--- src/rtl/k2t_pkg.sv ---
// ----------------------------------------------------------------------------
// k2t_pkg
// Shared types and codes for the k2-tree edge store: datapath operations,
// controller status and result codes.
// ----------------------------------------------------------------------------
package k2t_pkg;

	// width of level and side counters
	localparam int LVL_W = 5;

	// result status codes
	localparam logic [1:0] ST_OK     = 2'd0;
	localparam logic [1:0] ST_FULL   = 2'd1;
	localparam logic [1:0] ST_BEYOND = 2'd2;

	// command codes
	localparam logic CMD_INSERT = 1'b0;
	localparam logic CMD_TEST   = 1'b1;

	// one datapath operation per cycle
	typedef enum logic [4:0] {
		OP_NONE,
		OP_CLEAR,
		OP_LOAD,
		OP_ST_BEYOND,
		OP_ST_FULL,
		OP_GROW,
		OP_SWEEP_INIT,
		OP_SWEEP,
		OP_DRAIN,
		OP_ADVANCE,
		OP_MARK,
		OP_LEAF_SET,
		OP_PRESENT,
		OP_SH_INIT,
		OP_SHIFT,
		OP_ZERO,
		OP_ROOT_SET
	} op_t;

	typedef struct packed {
		op_t op;
	} cmd_t;

	typedef struct packed {
		logic clr_done;
		logic beyond;
		logic full;
		logic outside;
		logic is_test;
		logic any_ones;
		logic leaf;
		logic bit_set;
		logic sweep_last;
		logic shift_done;
		logic zero_done;
	} stat_t;

endpackage

--- src/rtl/k2t_ctrl.sv ---
// ----------------------------------------------------------------------------
// k2t_ctrl
// Sequencer for the k2-tree store: walks levels, rank sweeps, tail shifts and
// root growth, issuing one datapath operation per cycle.
// ----------------------------------------------------------------------------
module k2t_ctrl (
	input  logic            clk,
	input  logic            arst_n,
	input  logic            start,
	output logic            busy,
	output logic            done,
	output k2t_pkg::cmd_t   cmd,
	input  k2t_pkg::stat_t  stat
);

	typedef enum logic [3:0] {
		S_INIT,
		S_IDLE,
		S_CHECK,
		S_GROW,
		S_GROW_CHK,
		S_LVL,
		S_SWEEP,
		S_DRAIN,
		S_DECIDE,
		S_SH_INIT,
		S_SHIFT,
		S_ZERO,
		S_ROOT,
		S_RESP
	} state_t;

	state_t state_q, state_d;
	logic   from_grow_q, from_grow_d;
	logic   done_q;

	// next state and operation
	always_comb begin
		state_d     = state_q;
		from_grow_d = from_grow_q;
		cmd.op      = k2t_pkg::OP_NONE;
		unique case (state_q)
			S_INIT: begin
				cmd.op = k2t_pkg::OP_CLEAR;
				if (stat.clr_done) state_d = S_IDLE;
			end
			S_IDLE: begin
				if (start) begin
					cmd.op  = k2t_pkg::OP_LOAD;
					state_d = S_CHECK;
				end
			end
			S_CHECK: begin
				priority if (stat.beyond) begin
					cmd.op  = k2t_pkg::OP_ST_BEYOND;
					state_d = S_RESP;
				end else if (stat.is_test) begin
					state_d = stat.outside ? S_RESP : S_LVL;
				end else if (stat.full) begin
					cmd.op  = k2t_pkg::OP_ST_FULL;
					state_d = S_RESP;
				end else begin
					state_d = stat.outside ? S_GROW : S_LVL;
				end
			end
			S_GROW: begin
				cmd.op = k2t_pkg::OP_GROW;
				if (stat.any_ones) begin
					from_grow_d = 1'b1;
					state_d     = S_SH_INIT;
				end else begin
					state_d = S_GROW_CHK;
				end
			end
			S_GROW_CHK: begin
				state_d = stat.outside ? S_GROW : S_LVL;
			end
			S_LVL: begin
				cmd.op  = k2t_pkg::OP_SWEEP_INIT;
				state_d = S_SWEEP;
			end
			S_SWEEP: begin
				cmd.op = k2t_pkg::OP_SWEEP;
				if (stat.sweep_last) state_d = S_DRAIN;
			end
			S_DRAIN: begin
				cmd.op  = k2t_pkg::OP_DRAIN;
				state_d = S_DECIDE;
			end
			S_DECIDE: begin
				priority if (stat.leaf) begin
					cmd.op  = stat.is_test ? k2t_pkg::OP_PRESENT : k2t_pkg::OP_LEAF_SET;
					state_d = S_RESP;
				end else if (stat.bit_set) begin
					cmd.op  = k2t_pkg::OP_ADVANCE;
					state_d = S_LVL;
				end else if (stat.is_test) begin
					state_d = S_RESP;
				end else begin
					cmd.op      = k2t_pkg::OP_MARK;
					from_grow_d = 1'b0;
					state_d     = S_SH_INIT;
				end
			end
			S_SH_INIT: begin
				cmd.op  = k2t_pkg::OP_SH_INIT;
				state_d = S_SHIFT;
			end
			S_SHIFT: begin
				cmd.op = k2t_pkg::OP_SHIFT;
				if (stat.shift_done) state_d = S_ZERO;
			end
			S_ZERO: begin
				cmd.op = k2t_pkg::OP_ZERO;
				if (stat.zero_done) state_d = from_grow_q ? S_ROOT : S_LVL;
			end
			S_ROOT: begin
				cmd.op  = k2t_pkg::OP_ROOT_SET;
				state_d = S_GROW_CHK;
			end
			S_RESP: begin
				state_d = S_IDLE;
			end
			default: state_d = S_IDLE;
		endcase
	end

	// state and registered strobe
	always_ff @(posedge clk or negedge arst_n) begin
		if (!arst_n) begin
			state_q     <= S_INIT;
			from_grow_q <= 1'b0;
			done_q      <= 1'b0;
		end else begin
			state_q     <= state_d;
			from_grow_q <= from_grow_d;
			done_q      <= (state_d == S_RESP);
		end
	end

	assign busy = (state_q != S_IDLE);
	assign done = done_q;

endmodule

--- config.mk ---
export PLATFORM = sky130hd
export DESIGN_NAME = k2t_ctrl
export DESIGN_NICKNAME = d
export VERILOG_FILES = /design/src/rtl/k2t_pkg.sv /design/src/rtl/k2t_ctrl.sv
export SDC_FILE = /design/constraint.sdc
export NUM_CORES = 1
export LEC_CHECK = 0
export CELL_PAD_IN_SITES_DETAIL_PLACEMENT = 1
export CELL_PAD_IN_SITES_GLOBAL_PLACEMENT = 2
export CORE_MARGIN = 2
export CORE_UTILIZATION = 30
export CTS_CLUSTER_DIAMETER = 80
export DETAILED_ROUTE_END_ITERATION = 7
export DONT_BUFFER_PORTS = 1
export GPL_TIMING_DRIVEN = 0
export PLACE_DENSITY = 0.71
export SYNTH_ARGS = -nofsm -noshare
export SYNTH_HDL_FRONTEND = slang
export SYNTH_SLANG_ARGS = --single-unit
--- constraint.sdc ---
create_clock -name clk -period 1.4 [get_ports clk]
set_clock_uncertainty 0.1 [all_clocks]
set_input_delay 0.28 -clock clk [delete_from_list [all_inputs] [get_ports clk]]
set_output_delay 0.28 -clock clk [all_outputs]
set_load 0.01 [all_outputs]
After elaboration in Yosys (flattened, before gate mapping)
Index checks and enable logic that the tools add are counted.
W data, S select, Z words.
{"block": "totals", "inputBits": 14, "regBits": 6, "output_inout_bits": 7, "elab_cells": 54}
{"block": "op_classes", "muxes": 30, "reduce_logical": 3, "eq_ne": 18}
{"op": "$mux W4", "count": 16}
{"op": "$pmux W5 S12", "count": 1}
{"op": "$pmux W4 S13", "count": 1}
{"op": "$eq A4 B4 Y1 const B", "count": 6}
{"op": "$mux W3", "count": 6}
{"op": "$eq A4 B3 Y1 const B", "count": 4}
{"op": "$eq A4 B2 Y1 const B", "count": 2}
{"op": "$ne A2 B2 Y1 const B", "count": 4}
{"op": "$reduce_and A5 Y1", "count": 1}
{"op": "$eq A4 B1 Y1 const B", "count": 1}
{"op": "$logic_not A4 Y1", "count": 1}
{"op": "$mux W1", "count": 4}
{"op": "$ne A4 B1 Y1 const B", "count": 1}
{"op": "$mux W2", "count": 1}
{"op": "$pmux W1 S2", "count": 1}
{"op": "$reduce_bool A2 Y1", "count": 1}

Logic depth before layout (Yosys ltp)
Gate-level depths: netlist (run 1).
{"block": "logic_depth", "ltp_word": 6, "depth_mapped": 6, "mapped_depth_nobuf": 4}

Worst setup path before layout (run 1)
OpenSTA, ideal clock, no wires.
{"block": "synth_timing", "kind": "register -> output", "from": "reg state_q[0]", "to": "out cmd[1] (netlist bit)", "path_slack_ps": -169, "required_time_ps": 1020, "arrival_ps": 1189, "n_path_buf": 1, "stages_incl_launch_ff": 6, "cell_sequence": "dfrtp_1 > buf_6 > nor2b_1 > o21a_1 > a21oi_1 > o221ai_1"}
{"element": "start, declared", "line": "k2t_ctrl.sv:33", "text": "state_t state_q, state_d;"}
{"element": "start signal, assigned", "line": "k2t_ctrl.sv:135", "text": "state_q <= state_d;"}
{"element": "end, declared", "line": "k2t_ctrl.sv:12", "text": "output k2t_pkg::cmd_t cmd,"}

==> results of run 1 <==
==> cells in the final DEF (no fill, tap or decap), types with 2 or more instances in the layout <==
cell,Yosys,final
buf_8,0,2
nor3_1,4,2
dfrtp_2,0,2
nor2b_4,0,3
nand2_1,9,8
clkbuf_4,0,3
nor3_2,0,2
nand3_1,3,3
buf_4,1,19
inv_1,5,5
o21ai_0,11,3
nor3b_2,0,2
a21oi_2,0,3
a311oi_2,3,2
nor4b_4,0,2
o21ai_1,1,5
and2_4,1,2
o21ai_2,0,4
nor2_1,4,3
nor2_4,0,2
and3_4,0,2
a32o_2,0,2
dfrtp_1,6,4
nand2b_1,4,4
buf_6,3,11
==> power breakdown <==
part / internal [mW] / switching [mW]
registers: 0.264 / 0.110
clock network: 0.0980 / 0.0771
logic: 1.46 / 1.35
total: 1.82 / 1.54
==> registers in the layout, indices dropped and copies added (netlist names) <==
register	flops
state_q	4
done	1
from_grow_q	1
==> cell type report <==
cell class	count	area (sq um)
multi-input combinational	77	696
inverter	6	25.0
fill	278	1130
buffer	8	109
clock buffer	3	22.5
timing repair buffer	28	259
tap	30	37.5
sequential	6	153
==> through the flow <==
step / setup slack, ns / hold slack, ns / power, mW / TNS, ns
4_1_cts: -0.373 / 0.107 / 2.93 / -2.43
5_1_grt: -0.428 / 0.121 / 3.55 / -3.35
3_5_place_dp: -0.221 / -0.116 / 1.99 / -1.61
2_1_floorplan: -0.0617 / -0.116 / 1.65 / -0.192
6_report: -0.392 / 0.109 / 3.36 / -2.80
3_3_place_gp: -0.239 / -0.115 / 1.98 / -1.59
==> worst max path at each step <==
stage	start	endpoint	slack (ns)	depth (start not counted)
floorplan	state_q[0]$_DFF_PN0_	cmd[1]	-0.06	5
global placement	state_q[2]$_DFF_PN0_	done$_DFF_PN0_	-0.24	4
detailed placement	state_q[2]$_DFF_PN0_	done$_DFF_PN0_	-0.22	5
CTS	state_q[1]$_DFF_PN0_	cmd[0]	-0.37	5
global route	state_q[1]$_DFF_PN0_	cmd[0]	-0.43	5
finish	state_q[0]$_DFF_PN0_	cmd[1]	-0.39	5
==> cells by family (layout without fill, tap and decap cells) <==
| kind of cell | Yosys count | count (layout) | synth area share (%) |
|---|---|---|---|
| buf+inv | 14 | 45 | 11.0 |
| simple gates | 44 | 44 | 34.6 |
| flops | 6 | 6 | 20.0 |
| mux | 1 | 1 | 2.00 |
| compound gates | 32 | 32 | 32.4 |
==> layer usage <==
layer  part of all wire [%]  track usage (%)  vias to the layer above
met3                    3.8             4.17                        2
met2                     51             40.2                       23
met5                      0                0                        -
li1                       -                -                      427
met4                   0.53             4.58                        0
met1                     45             32.3                      452
==> worst register-to-register path, stage by stage (launching register included) <==
cell and delay (ns):
dfrtp_2 0.42, buf_8 0.15, and2_4 0.17, buf_6 0.12
a311oi_4 0.29, a311oi_2 0.10, a311oi_2 0.26
==> timing repair <==
action,CTS,global route
setup buffers,15,11
setup endpoints to repair,11,11
resized for setup,34,12
gates cloned,1,0
endpoints found under the hold margin,6,0
pin swaps,17,16
hold buffers,1,0
==> results.toml, run 1 <==
[run_status]
status = "finished, violations left"
violations = "negative setup slack"

[clock_network]
cts_tree = "done"
cts_buffers = 3
cts_sinks = 6
cts-root-buf = "clkbuf_4"
clk_latency_ns = 0.26
htree_levels = 1
cts.path.max_buffers = 2
clk_pin_slew_ns = 0.05

[logic_synthesis]
synth_top_area_share_pct = 20.0
synth-seq-cells = 6
synth_cells = 97
dominantRegCellSynth = "dfrtp_1"
yosys.cell_count.top_type = "o21ai_0"
synth_area_leaders = "dfrtp_1, o21ai_0, a311oi_2, nand2_1, buf_6"
yosys-top-cells-count = "o21ai_0, nand2_1, dfrtp_1, inv_1"
post-synth-top-area-cell = "dfrtp_1"
synth_area_sq_um = 749
seq_area_frac_synth_pct = 20.0
synth_warnings = 0
synth.avg_cell_area_sq_um = 7.73
synth_cell_types = 42
async_reset_ff_share_pct = 100
synthesis.nets = 111
synth_edf_count = 0

[drt]
vias = 904
ant_nets = 0
drtIter0Drc = 10
routed_wl_um = 3240
via_per_inst = 5.72
wl_per_cell_um = 20.5
firstDrtPassIters = 4
route.detailed.drc = 0

[cells_and_area]
instances_no_fill = 158
diodes = 0
final_nets = 144
postLayoutCellArea_sq_mm = 0.00130
area_growth_pct = 73.6
utilization_pct = 53.5
drive_above_1_share_pct = 61.7

[power]
leakagePower_nw = 0.550
peakVddDrop_uv = 1420
powerDensity_mw_per_mm2 = 2580

[critical_path]
r2r-start = "state_q[0]$_DFF_PN0_"
worst-path-max-fanout = 7
critPathRequiredTime_ns = 1.02
worst-setup-path-type = "flop to primary output"
crit_path_top_delay_cell = "dfrtp_2"
crit_buf_inv = 1
rr_worst_depth = 6
critical-path-max-stage-delay_ns = 0.42
timing.rr.end = "done$_DFF_PN0_"
cp-start-kind = "flop"
regToRegSetupSlack_ns = -0.30
crit_arrival_ns = 1.41
crit_path_end_kind = "primary output"
crit_family = "compound AO/OA/AOI/OAI gates"
crit_chain = "buf_8 > nor2b_4 > o21a_1 > a21oi_2 > o221ai_2"

[timing]
rsz0062_at_grt = "yes"
hold_viol_final = 0
fin_ws_ns = -0.392
period_minus_slack_ns = 1.79
finalSetupViolCount = 12
max_freq_mhz = 558
slew_headroom_pct = 77.4
slew_viol_final = 0
worst_slew_pin_slew_ns = 0.340
period_share_pct = 128

[global_route]
grt_overflow_total = 0
antenna_found_initial = 0
grt_max_degree = 11
grtUsageTotal_pct = 24.0
grt_pass1_wl_um = 4950
grt_pass1_vias = 891

[job]
maxCapViolations = 0

[placed_design]
io_buffers = 0
gp_congestion = 0.838
placed_area_sq_um = 866
dp_cells = 127
dp_hpwl_um = 1890

[worst_hold_path]
min_from = "stat[5]"
hp-class = "input pin to flop"
whs_path_depth = 1
holdPathEnd = "from_grow_q$_DFFE_PN0P_"

[die]
core_sq_mm = 0.00243
fp.dieW_um = 54.0
initial_utilization_pct = 30.8
dieHeight_um = 54.0
dieArea_sq_mm = 0.00291
ios = 21
rows = 18
Power figures use the tool's default switching activity.
==> inputs of run 2 (changes only) <==
--- a/config.mk
+++ b/config.mk
@@ -7,12 +7,12 @@
 export LEC_CHECK = 0
 export CELL_PAD_IN_SITES_DETAIL_PLACEMENT = 1
 export CELL_PAD_IN_SITES_GLOBAL_PLACEMENT = 2
+export CORE_ASPECT_RATIO = 1.25
 export CORE_MARGIN = 2
 export CORE_UTILIZATION = 30
 export CTS_CLUSTER_DIAMETER = 80
 export DETAILED_ROUTE_END_ITERATION = 7
 export DONT_BUFFER_PORTS = 1
-export GPL_TIMING_DRIVEN = 0
 export PLACE_DENSITY = 0.71
 export SYNTH_ARGS = -nofsm -noshare
 export SYNTH_HDL_FRONTEND = slang
==> run 2 against run 1 <==
Against the previous run:
- the flow still finishes with violations (negative setup slack)
- clock-buffer cell count unchanged
- total power fell by 16%
- hold slack better by 0.0049 ns
- via count down 5.4%
- cell count is 0.63% higher
- sequential power rose by 11%
- sequential share of layout area grew 1.8 points
- non-clock buffer count fell by 2
- largest cell class unchanged
==> results.toml, run 2 (same netlist as run 1, synthesis figures left out) <==
[run_status]
status = "finished, violations left"
violations = "negative setup slack"

[timing]
worst_slew_pin_slew_ns = 0.312
finalSetupViolCount = 12
period_share_pct = 129
rsz0062_at_grt = "yes"
slew_viol_final = 0
period_minus_slack_ns = 1.81
slew_headroom_pct = 78.9
hold_viol_final = 0
finalHoldWorstSlack_ns = 0.113
fin_ws_ns = -0.407
max_freq_mhz = 553

[power]
seq_power_share_pct = 14.8
total_power_mw = 2.81
peakVddDrop_uv = 960
power.switching_mw = 1.25
p_int_mw = 1.56
swShare_pct = 44.5
combPwrFrac_pct = 79.8
p_clk_share_pct = 5.4
leakagePower_nw = 0.491
powerDensity_mw_per_mm2 = 2450

[clock_network]
cts-root-buf = "clkbuf_4"
clk_pin_slew_ns = 0.04
clk_latency_ns = 0.24
cts.path.max_buffers = 2
cts_tree = "done"
htree_levels = 1
cts_buffers = 3
cts_sinks = 6

[job]
maxCapViolations = 0

[die]
rows = 20
initial_utilization_pct = 31.2
ios = 21
core_sq_mm = 0.00240
dieHeight_um = 59.9
dieArea_sq_mm = 0.00292
fp.dieW_um = 48.7

[critical_path]
worst-setup-path-type = "flop to primary output"
crit_buf_inv = 1
critical-path-max-stage-delay_ns = 0.47
rr_worst_depth = 5
worst-path-max-fanout = 8
crit_path_top_delay_cell = "dfrtp_2"
crit_family = "compound AO/OA/AOI/OAI gates"
crit_path_end_kind = "primary output"
path_depth = 5
critPathRequiredTime_ns = 1.02
crit_chain = "buf_6 > a21oi_2 > o21ai_1 > a22oi_1 > o221a_2"
crit_arrival_ns = 1.43
cp-start-kind = "flop"

[drt]
routed_wl_um = 2620
route.detailed.drc = 0
firstDrtPassIters = 2
ant_nets = 0
vias = 855
drtIter0Drc = 10
via_per_inst = 5.38
wl_per_cell_um = 16.5

[cells_and_area]
largest_reg_flops = 4
postLayoutCellArea_sq_mm = 0.00115
diodes = 0
final_common_cell = "buf_4"
utilization_pct = 47.8
regMostFlops = "state_q"
drive_above_1_share_pct = 54.0
area_growth_pct = 53.1
layout_common_cells = "buf_4, nand2_1, o21ai_0"
final_nets = 142

[worst_hold_path]
whs_path_depth = 1
hp-class = "input pin to flop"

[placed_design]
gp_congestion = 0.891
placed_area_sq_um = 950
dp_hpwl_um = 1940
io_buffers = 0

[global_route]
grtUsageTotal_pct = 19.2
antenna_found_initial = 0
grt_max_degree = 12
grt_pass1_wl_um = 4310
grt_overflow_total = 0
grt_pass1_vias = 915
run 2: power groups by stage:
stage,registers (mW),clock network [mW],logic [mW]
global placement,0.473,0,1.69
CTS,0.439,0.156,2.09
global route,0.433,0.161,2.44
detailed placement,0.474,0,1.72
floorplan,0.336,0,1.31
finish,0.417,0.151,2.25
run 2: worst paths after layout:
kind / start / to / slack (ns)
worst max register to register: state_q[1]$_DFF_PN0_ / done$_DFF_PN0_ / -0.40
worst min-delay path: stat[5] / from_grow_q$_DFFE_PN0P_ / 0.11
worst min register to register: from_grow_q$_DFFE_PN0P_ / from_grow_q$_DFFE_PN0P_ / 0.44
min in group asynchronous: arst_n / from_grow_q$_DFFE_PN0P_ / 0.24
worst max-delay path: state_q[1]$_DFF_PN0_ / cmd[0] / -0.41
max in group asynchronous: arst_n / state_q[3]$_DFF_PN0_ / 0.73
run 2: per-stage QoR:
step	worst slack, ns	setup TNS (ns)	instances
after floorplan	-0.0617	-0.192	97
after CTS	-0.425	-2.96	156
after global placement	-0.343	-2.61	145
final	-0.407	-3.08	159
after global routing	-0.464	-3.76	159
after detailed placement	-0.375	-2.71	145
run 2: cell type report:
cell class | count | area, sq um
clock buffer | 3 | 22.5
fill | 306 | 1250
inverter | 6 | 23.8
multi-input combinational | 77 | 619
sequential | 6 | 155
tap | 33 | 41.3
timing repair buffer | 34 | 285
run 2: what timing repair did:
item | 4_1_cts | 5_1_grt
endpoints found under the setup margin | 12 | 12
pin swaps | 3 | 5
hold buffers | 1 | 0
setup buffers | 7 | 3
endpoints found under the hold margin | 6 | 0
resized for setup | 18 | 5
run 2: metal layers:
metal	part of all wire (%)	vias to the layer above	track usage, %	routed length (um)
met4	0.95	0	4.90	25
met1	45	417	23.2	1170
met5	0	-	0	0
met2	51	14	35.8	1340
li1	-	422	-	-
met3	3.3	2	3.00	86
==> inputs of run 3 (changes only) <==
==> constraint.sdc (replaced) <==
create_clock -name clk -period 1.4 [get_ports clk]
set_clock_uncertainty 0.1 [all_clocks]
set_input_delay 0.14 -clock clk [delete_from_list [all_inputs] [get_ports clk]]
set_output_delay 0.14 -clock clk [all_outputs]
set_load 0.01 [all_outputs]
==> run 3 against run 2 <==
Against the previous run:
- the run still ends with negative setup slack left
- clock power rose by 8%
- hold slack got worse by 0.023 ns
- first-iteration DRC count rose by 130%
- utilization rose by 5.8 points
- critical endpoint is now cmd[1]
- worst setup slack improved by 0.12 ns
- register-to-register slack improved by 0.13 ns
- sequential power rose by 1%
- clock-buffer cell count did not move
- sequential share of layout area fell by 1.5 points
- cell area rose by 12%
==> results.toml, run 3 (same netlist as run 1, synthesis figures left out) <==
[power]
peakVddDrop_uv = 1000
total_power_mw = 3.23
leakagePower_nw = 0.527
powerDensity_mw_per_mm2 = 2510

[timing]
slew_viol_final = 0
slew_headroom_pct = 78.1
max_freq_mhz = 592
hold_viol_final = 0
period_minus_slack_ns = 1.69
finalSetupViolCount = 11
rsz0062_at_grt = "yes"
finalHoldWorstSlack_ns = 0.0908
worst_slew_pin_slew_ns = 0.328
period_share_pct = 121
fin_ws_ns = -0.290

[cells_and_area]
largest_reg_flops = 4
final_common_cell = "buf_4"
filler_cell_count = 279
postLayoutCellArea_sq_mm = 0.00129
final_nets = 144
layout_common_cells = "buf_4, buf_6, nand2_1"
area_growth_pct = 71.8
instances_no_fill = 161
drive_above_1_share_pct = 63.3
diodes = 0
regMostFlops = "state_q"

[critical_path]
worst-path-max-fanout = 9
cp-startpoint = "state_q[1]$_DFF_PN0_"
critPathRequiredTime_ns = 1.16
timing.rr.end = "done$_DFF_PN0_"
worst-setup-path-type = "flop to primary output"
crit_path_end_kind = "primary output"
regToRegSetupSlack_ns = -0.27
cp-start-kind = "flop"
rr_worst_depth = 5
crit_arrival_ns = 1.45
r2r-start = "state_q[1]$_DFF_PN0_"

[placed_design]
io_buffers = 0
dp_cells = 143
dp_hpwl_um = 2020
gp_congestion = 0.825
placed_area_sq_um = 900

[drt]
drtIter0Drc = 23
vias = 906
firstDrtPassIters = 4
routed_wl_um = 3170
wl_per_cell_um = 19.7
ant_nets = 0
route.detailed.drc = 0
via_per_inst = 5.63

[die]
dieHeight_um = 59.9
dieArea_sq_mm = 0.00292
fp.dieW_um = 48.7
ios = 21
rows = 20
initial_utilization_pct = 31.2
core_sq_mm = 0.00240

[global_route]
grt_max_degree = 11
grt_pass1_wl_um = 4770
grtUsageTotal_pct = 21.3
antenna_found_initial = 0
grt_pass1_vias = 938
grt_overflow_total = 0

[clock_network]
clk_pin_slew_ns = 0.05
cts_tree = "done"
cts_buffers = 3
cts-root-buf = "clkbuf_4"
cts_sinks = 6
htree_levels = 1
cts.path.max_buffers = 2
clk_latency_ns = 0.24

[run_status]
status = "finished, violations left"
violations = "negative setup slack"

[worst_hold_path]
holdPathEnd = "state_q[2]$_DFF_PN0_"
hp-class = "input pin to flop"
whs_path_depth = 3
min_from = "stat[7]"

[job]
maxCapViolations = 0
## run 3: critical path: stages, from the launching register on
cell	delay [ns]
dfrtp_2	0.46
buf_6	0.17
nor2b_2	0.16
o21a_1	0.18
a21oi_2	0.11
o221ai_2	0.13
## run 3: layout make-up
type / count / area (sq um) / share of cell area [%]
multi-input combinational: 77 / 702 / 54.5
timing repair buffer: 36 / 338 / 26.2
sequential: 6 / 155 / 12.1
tap: 33 / 41.3 / 3.21
inverter: 6 / 28.8 / 2.24
clock buffer: 3 / 22.5 / 1.75
## run 3: worst max-delay path by stage
stage,end,depth (start not counted)
floorplan,done$_DFF_PN0_,4
global placement,done$_DFF_PN0_,4
detailed placement,done$_DFF_PN0_,4
CTS,cmd[0],4
global route,done$_DFF_PN0_,5
finish,cmd[1],5
## run 3: power breakdown
part	switching, mW	internal (mW)
combinational	1.27	1.38
sequential	0.153	0.270
clock	0.0656	0.0972
total	1.48	1.74
## run 3: metal layers
layer	vias to the layer above	GRT usage (%)	wire, um
li1	428	-	-
met1	449	25.6	1350
met2	25	39.7	1690
met3	4	3.50	109
met4	0	5.31	25
met5	-	0	0
## run 3: timing repair
action,in CTS,in global routing
setup buffers,9,3
hold buffers,2,1
pin swaps,12,8
endpoints found under the hold margin,7,1
endpoints found under the setup margin,12,11
gates resized for setup,51,16
## run 3: through the flow
| stage | setup TNS [ns] | utilization [%] | setup slack, ns |
|---|---|---|---|
| 3_3_place_gp | -1.28 | 37.4 | -0.242 |
| 2_1_floorplan | -0.0395 | - | -0.0315 |
| 5_1_grt | -2.74 | 53.6 | -0.367 |
| 6_report | -2.05 | 53.6 | -0.290 |
| 3_5_place_dp | -1.61 | 37.4 | -0.261 |
| 4_1_cts | -1.99 | 49.7 | -0.320 |
